==> src/sv/prvd_pkg.sv <==
// ----------------------------------------------------------------------------
// prvd_pkg
// shared types, constants and helper functions for the voxel dedup transform
// ----------------------------------------------------------------------------
package prvd_pkg;

    typedef enum logic [3:0] {
        ST_CLEAR,
        ST_IDLE,
        ST_POSE,
        ST_ROT,
        ST_RANGE,
        ST_KEY,
        ST_HASH,
        ST_MOD,
        ST_PROBE_RD,
        ST_PROBE_CMP,
        ST_XFORM,
        ST_EMIT
    } state_t;

    localparam logic [1:0] CFG_MIN_RANGE = 2'd0;
    localparam logic [1:0] CFG_MAX_RANGE = 2'd1;
    localparam logic [1:0] CFG_INV_LEAF  = 2'd2;

    localparam logic CMD_POINT = 1'b0;
    localparam logic CMD_POSE  = 1'b1;

    localparam logic [47:0] MIN_RANGE_RESET = 48'd5898;
    localparam logic [47:0] MAX_RANGE_RESET = 48'd1638400;
    localparam logic [25:0] INV_LEAF_RESET  = 26'd1310720;
    localparam logic [25:0] INV_LEAF_CAP    = 26'd65536000;

    // golden-ratio hash multiplier, split in halves
    localparam logic [31:0] HASH_MUL_LO = 32'h7F4A7C15;
    localparam logic [31:0] HASH_MUL_HI = 32'h9E3779B9;

    localparam logic signed [39:0] Q30_ONE = 40'sd1073741824;

    // quaternion product order: xx yy zz xy xz yz xw yw zw
    function automatic logic [1:0] quat_sel_a(input logic [3:0] k);
        logic [1:0] r;
        case (k)
            4'd1, 4'd5, 4'd7: r = 2'd1;
            4'd2, 4'd8:       r = 2'd2;
            default:          r = 2'd0;
        endcase
        return r;
    endfunction

    function automatic logic [1:0] quat_sel_b(input logic [3:0] k);
        logic [1:0] r;
        case (k)
            4'd1, 4'd3:       r = 2'd1;
            4'd2, 4'd4, 4'd5: r = 2'd2;
            4'd6, 4'd7, 4'd8: r = 2'd3;
            default:          r = 2'd0;
        endcase
        return r;
    endfunction

    // row and column of a matrix element index
    function automatic logic [1:0] mat_row(input logic [3:0] k);
        logic [1:0] r;
        case (k)
            4'd3, 4'd4, 4'd5: r = 2'd1;
            4'd6, 4'd7, 4'd8: r = 2'd2;
            default:          r = 2'd0;
        endcase
        return r;
    endfunction

    function automatic logic [1:0] mat_col(input logic [3:0] k);
        logic [1:0] r;
        case (k)
            4'd1, 4'd4, 4'd7: r = 2'd1;
            4'd2, 4'd5, 4'd8: r = 2'd2;
            default:          r = 2'd0;
        endcase
        return r;
    endfunction

    function automatic logic signed [31:0] sat32(input logic signed [39:0] v);
        logic signed [31:0] r;
        if (v > 40'sd2147483647)
            r = 32'sh7FFFFFFF;
        else if (v < -40'sd2147483648)
            r = 32'sh80000000;
        else
            r = v[31:0];
        return r;
    endfunction

    // add half, floor shift by 30
    function automatic logic signed [35:0] round30(input logic signed [65:0] p);
        logic signed [65:0] s;
        s = p + 66'sd536870912;
        return s[65:30];
    endfunction

    function automatic logic signed [39:0] ext40(input logic signed [35:0] v);
        return {{4{v[35]}}, v};
    endfunction

    function automatic logic signed [31:0] rot_diag(input logic signed [35:0] a,
                                                    input logic signed [35:0] b);
        return sat32(Q30_ONE - ((ext40(a) + ext40(b)) <<< 1));
    endfunction

    function automatic logic signed [31:0] rot_add(input logic signed [35:0] a,
                                                   input logic signed [35:0] b);
        return sat32((ext40(a) + ext40(b)) <<< 1);
    endfunction

    function automatic logic signed [31:0] rot_sub(input logic signed [35:0] a,
                                                   input logic signed [35:0] b);
        return sat32((ext40(a) - ext40(b)) <<< 1);
    endfunction

endpackage

==> src/sv/prvd_mul.sv <==
// ----------------------------------------------------------------------------
// prvd_mul
// shared 33x33 signed multiplier with registered product
// ----------------------------------------------------------------------------
module prvd_mul
    import prvd_pkg::*;
(
    input  logic               clk,
    input  logic signed [32:0] a,
    input  logic signed [32:0] b,
    output logic signed [65:0] p
);

    logic signed [65:0] prod_reg;

    always_ff @(posedge clk)
    begin
        prod_reg <= a * b;
    end

    assign p = prod_reg;

endmodule

==> config.mk <==
export PLATFORM = sky130hd
export DESIGN_NAME = prvd_mul
export DESIGN_NICKNAME = d
export VERILOG_FILES = /design/src/sv/prvd_pkg.sv /design/src/sv/prvd_mul.sv
export SDC_FILE = /design/constraint.sdc
export NUM_CORES = 2
export LEC_CHECK = 0
export BUFFER_PORTS_ARGS = -buffer_cell sky130_fd_sc_hd__buf_2
export CORE_MARGIN = 3
export CORE_UTILIZATION = 50
export CTS_CLUSTER_DIAMETER = 30
export DETAILED_ROUTE_END_ITERATION = 10
export PLACE_DENSITY = 0.66
export SLEW_MARGIN = 20
export SYNTH_ARGS = -nofsm -noshare
export SYNTH_HDL_FRONTEND = slang
export SYNTH_SLANG_ARGS = --single-unit
==> constraint.sdc <==
create_clock -name clk -period 9.3 [get_ports clk]
set_input_delay 0.93 -clock clk [delete_from_list [all_inputs] [get_ports clk]]
set_output_delay 0.93 -clock clk [all_outputs]
set_load 0.02 [all_outputs]
After elaboration in Yosys (flattened, before gate mapping)
Index checks and enable logic that the tools add are counted.
{"block": "totals", "ff_bits": 66, "inputBits": 67, "out_inout_bits": 66, "elab_cells": 2}
{"block": "classes", "multipliers": 1}
{"cell": "$mul A33 B33 Y66", "count": 1}

Depth between registers and ports, before layout
{"block": "depth", "word_depth": 1, "ltp_mapped": 27, "mapped_depth_nobuf": 26}

Worst setup path before layout
OpenSTA, ideal clock, no wires.
{"block": "synth_timing", "path_type": "input to register", "from": "input port a[32]", "to": "register prod_reg[62] (netlist: p[62])", "setup_time_ns": 0.079, "t_arrival_ns": 8.087, "slack_ns": 1.134, "cell_stages": 23, "path_cell_list": "clkbuf_1 > nand2_1 > inv_1 > fa_1 > fa_1 > fa_1 > fa_1 > fa_1 > fa_1 > fa_1 > inv_1 > fa_1 > inv_1 > ha_1 > clkbuf_1 > and3_1 > nand3_1 > nand2b_1 > a2111oi_4 > a211oi_4 > a21o_2 > a21o_1 > a211oi_2"}
{"block": "synth_via", "elab_chain_cells": 1}
{"item": "from (decl)", "line": "prvd_mul.sv:9", "rtl": "input logic signed [32:0] a,"}
{"item": "$mul A33 B33 Y66", "line": "prvd_mul.sv:18", "rtl": "prod_reg <= a * b;"}
{"item": "to (signal assigned)", "line": "prvd_mul.sv:18"}
{"item": "to (decl)", "line": "prvd_mul.sv:14", "rtl": "logic signed [65:0] prod_reg;"}
Every way passes these cells.

Worst setup path in the final report
{"block": "layout_timing", "from": "input port b[11]", "to": "register prod_reg[64] (netlist: p[64])"}
{"block": "layout_via", "elab_chain_cells": 1}
{"item": "from (decl)", "line": "prvd_mul.sv:10", "rtl": "input logic signed [32:0] b,"}
{"item": "$mul A33 B33 Y66", "line": "prvd_mul.sv:18"}
Every way passes these cells.

==> summary.md <==
| Metric | Value |
|---|---|
| Status | complete, no violations |
| Hpwl dp | 89.5 mm |
| Port buffer count | approximately 130 |
| Iter 0 DRT Violations | around 1600 |
| Worst-Margin Slew | 0.893 ns |
| CTS tree | built |
| Routed WL | 107 mm |
| Antenna violations before repair | 3 |
| Layout cell share with drive strength beyond 1 | approximately 5.8% |
| CP required | 9.60 ns |
| Clock Tree Root | clkbuf_16 |
| Final period util | 95.4% |
| # hold bufs at CTS | 0 |
| GPL Wtd Cong | 0.903 |
| CTS Buf Count | 9 |
| Sequential Area | 1320 µm² |
| Remaining Overflow, GRT | 0 |
| Post-synth cell types | 80 |
| Setup Buffers After CTS | 0 |
| Initial core utilization | 50.5% |
| Area of the multi-input gates | 34300 µm² |
| Largest net degree at the start of global routing | 34 |
| Area of the core | approximately 81000 µm² |
| # clock sinks | between 60 and 70 |
| Fillers | 7452 |
| Total die area | 84900 µm² |
| CP Class | input pin to register |
| Final Hold Vio Count | 0 |
| Syn. warnings | 0 |
| Final nets | 5754 |
| RSZ-0062 raised after global routing | false |
| Sequential fraction of the synthesis area | under 10% |
| Avg Cell Area, Syn | approximately 9.4 µm² |
| EDFF count, synth | 0 |
| Global-route wire length before repair | 176 mm |
| IO Pins | 133 |
| Total track usage | 26.7% |
| Worst Hold Class | input pin to register |
| Final setup fails | 0 |
| Slew margin rel. | between 40% and 50% |
| Crit path max fanout | 33 |
| Dominant synthesized flop cell | dfxtp_1 |
| Element type at the critical path end | register |
| Worst setup SP type | input pin |
| Final setup TNS | 0 ns |
| Die Ht | 291 µm |
| WP data arrival | 9.18 ns |
| Synth Cell Area | 40700 µm² |
| # rows | 104 |
| Fmax | 113 MHz |
| Worst-path clk slew | 0.08 ns |
| Max reg flops | between 60 and 70 |
| CTS max path bufs | 2 |
| Slew Limit Fails | 0 |
| Min Tclk post-route | approximately 8.9 ns |
| Post_cts resized | 0 |
| Detail Route Antenna Nets | 0 |
| Synthesis-to-layout area growth | 4.67% |
| # DRC | 0 |
| Vias in the first global route | about 32000 |
| H-tree levels | 3 |
| Vias | 28573 |
| 1st-pass router iterations | 5 |
| Max_cap viols | 0 |
| Routed len/inst | 19.8 µm |
| Async set or reset register ratio after synthesis | 0% |
| Vias per Instance | 5.30 |
| Syn nets | ~5800 |
| Post-Syn Instances | approximately 4300 |
| Yosys reg bits | 66 |
| DIE WIDTH | 291 µm |
==> cells in the final DEF, fill, tap and decap left out, types with 5 or more instances in the layout <==
| master | netlist | layout |
|---|---|---|
| fa_1 | 1145 | 1145 |
| inv_1 | 1131 | 1131 |
| and2_1 | 562 | 562 |
| nand2_1 | 551 | 551 |
| ha_1 | 217 | 217 |
| buf_2 | 11 | 132 |
| nor2_1 | 68 | 68 |
| dfxtp_1 | 66 | 66 |
| buf_4 | 0 | 65 |
| a21oi_1 | 57 | 57 |
| xnor2_1 | 43 | 43 |
| a21o_1 | 36 | 36 |
| o21ai_0 | 25 | 25 |
| nand3_1 | 25 | 25 |
| xor2_1 | 25 | 25 |
| nand2b_1 | 12 | 12 |
| o21bai_1 | 11 | 11 |
| nand4_1 | 11 | 11 |
| clkbuf_16 | 0 | 9 |
| a31oi_1 | 8 | 8 |
| a211oi_1 | 7 | 7 |
| nor3_1 | 7 | 7 |
| o21a_1 | 6 | 6 |
| o21ai_1 | 6 | 6 |
| a211o_1 | 6 | 6 |
| and3_1 | 5 | 5 |
| and4_1 | 5 | 5 |
| nor2b_1 | 5 | 5 |
==> path summary, 6_finish.rpt <==
path | from | end | slack (ns) | depth (start not counted)
worst max-delay path | b[11] | p[64]$_DFF_P_ | 0.42 | 23
worst min-delay path | b[0] | p[0]$_DFF_P_ | 1.04 | 2
==> cells by family (layout without fill, tap and decap cells) <==
family                     count (synthesis)  after routing  synth area share [%]
adders and majority gates               1362           1362                  62.9
buffers and inverters                   1352           1344                  12.5
and+or+nand+nor                         1271           1271                  15.8
AOI/OAI and AO/OA                        219            219                  4.07
xor gates and xnor gates                  68             68                  1.46
DFF                                       66             66                  3.24
other                                      0              2                     0
==> worst max-delay path, cell delays in order <==
cell and delay [ns]:
buf_2 0.57, and2_1 0.25, fa_1 0.44, fa_1 0.55
inv_1 0.12, fa_1 0.55, inv_1 0.05, fa_1 0.48
fa_1 0.67, fa_1 0.48, fa_1 0.51, inv_1 0.05
fa_1 0.47, inv_1 0.04, ha_1 0.45, nand3_1 0.28
nor2_1 0.33, nand2_1 0.15, nor3_1 0.75, o311ai_4 0.35
nand3_2 0.29, a211oi_1 0.11, a311oi_1 0.25
==> area by class of cell <==
type                       instances  area share, %
clock inverter                     6         0.0998
inverter                        1131           9.96
clock buffer                      10          0.537
timing repair buffer             197           2.69
antenna                            2         0.0117
tap                             1060           3.11
multi-input combinational       2920           80.5
sequential                        66           3.10
==> metal layers <==
layer  wire [µm]  part of all wire (%)  global-route usage, %  vias to the layer above
li1            -                     -                      -                    12299
met1       41600                    39                   34.4                    15179
met2       54900                    51                   46.6                      882
met3        5870                   5.5                   3.40                      213
met4        4270                   4.0                   9.50                        0
met5           0                     0                      0                        -
==> Yosys cell counts (3+ instances only) <==
| cell type | number | share of area, % |
|---|---|---|
| a211o_1 | 6 | 0.13 |
| or2_2 | 3 | 0.046 |
| inv_1 | 1131 | 10 |
| dfxtp_1 | 66 | 3.2 |
| o21a_1 | 6 | 0.11 |
| xor2_1 | 25 | 0.54 |
| and2_1 | 562 | 8.6 |
| and4_1 | 5 | 0.11 |
| o21ai_1 | 6 | 0.074 |
| a211oi_1 | 7 | 0.13 |
| o21ai_0 | 25 | 0.31 |
| or3_1 | 3 | 0.046 |
| a211oi_2 | 3 | 0.092 |
| xnor2_1 | 43 | 0.92 |
| a21oi_1 | 57 | 0.70 |
| nor2_1 | 68 | 0.63 |
| and3_1 | 5 | 0.077 |
| nand2_1 | 551 | 5.1 |
| nor2b_1 | 5 | 0.077 |
| nand3_1 | 25 | 0.31 |
| clkbuf_1 | 208 | 1.9 |
| a21oi_2 | 3 | 0.065 |
| a21o_1 | 36 | 0.66 |
| nor3_1 | 7 | 0.086 |
| a31oi_1 | 8 | 0.12 |
| nand2b_1 | 12 | 0.18 |
| ha_1 | 217 | 6.7 |
| o31ai_4 | 3 | 0.16 |
| buf_2 | 11 | 0.14 |
| o211ai_1 | 4 | 0.074 |
| fa_1 | 1145 | 56 |
| o21bai_1 | 11 | 0.20 |
| nand4_1 | 11 | 0.17 |
==> stage by stage <==
stage	util (%)	hold slack (ns)	instances	setup slack, ns	cell area, µm²
floorplan	-	1.06	4338	1.13	40700
global placement	52.5	1.35	5374	0.179	42400
detailed placement	52.5	1.35	5374	0.184	42400
CTS	52.8	1.02	5390	0.565	42600
global route	52.8	1.04	5391	0.101	42600
finish	52.8	1.04	5392	0.424	42600
Power is left out: the tool's default activity adds up to more than one toggle a clock period on the data nets, which glitch-free logic cannot reach.
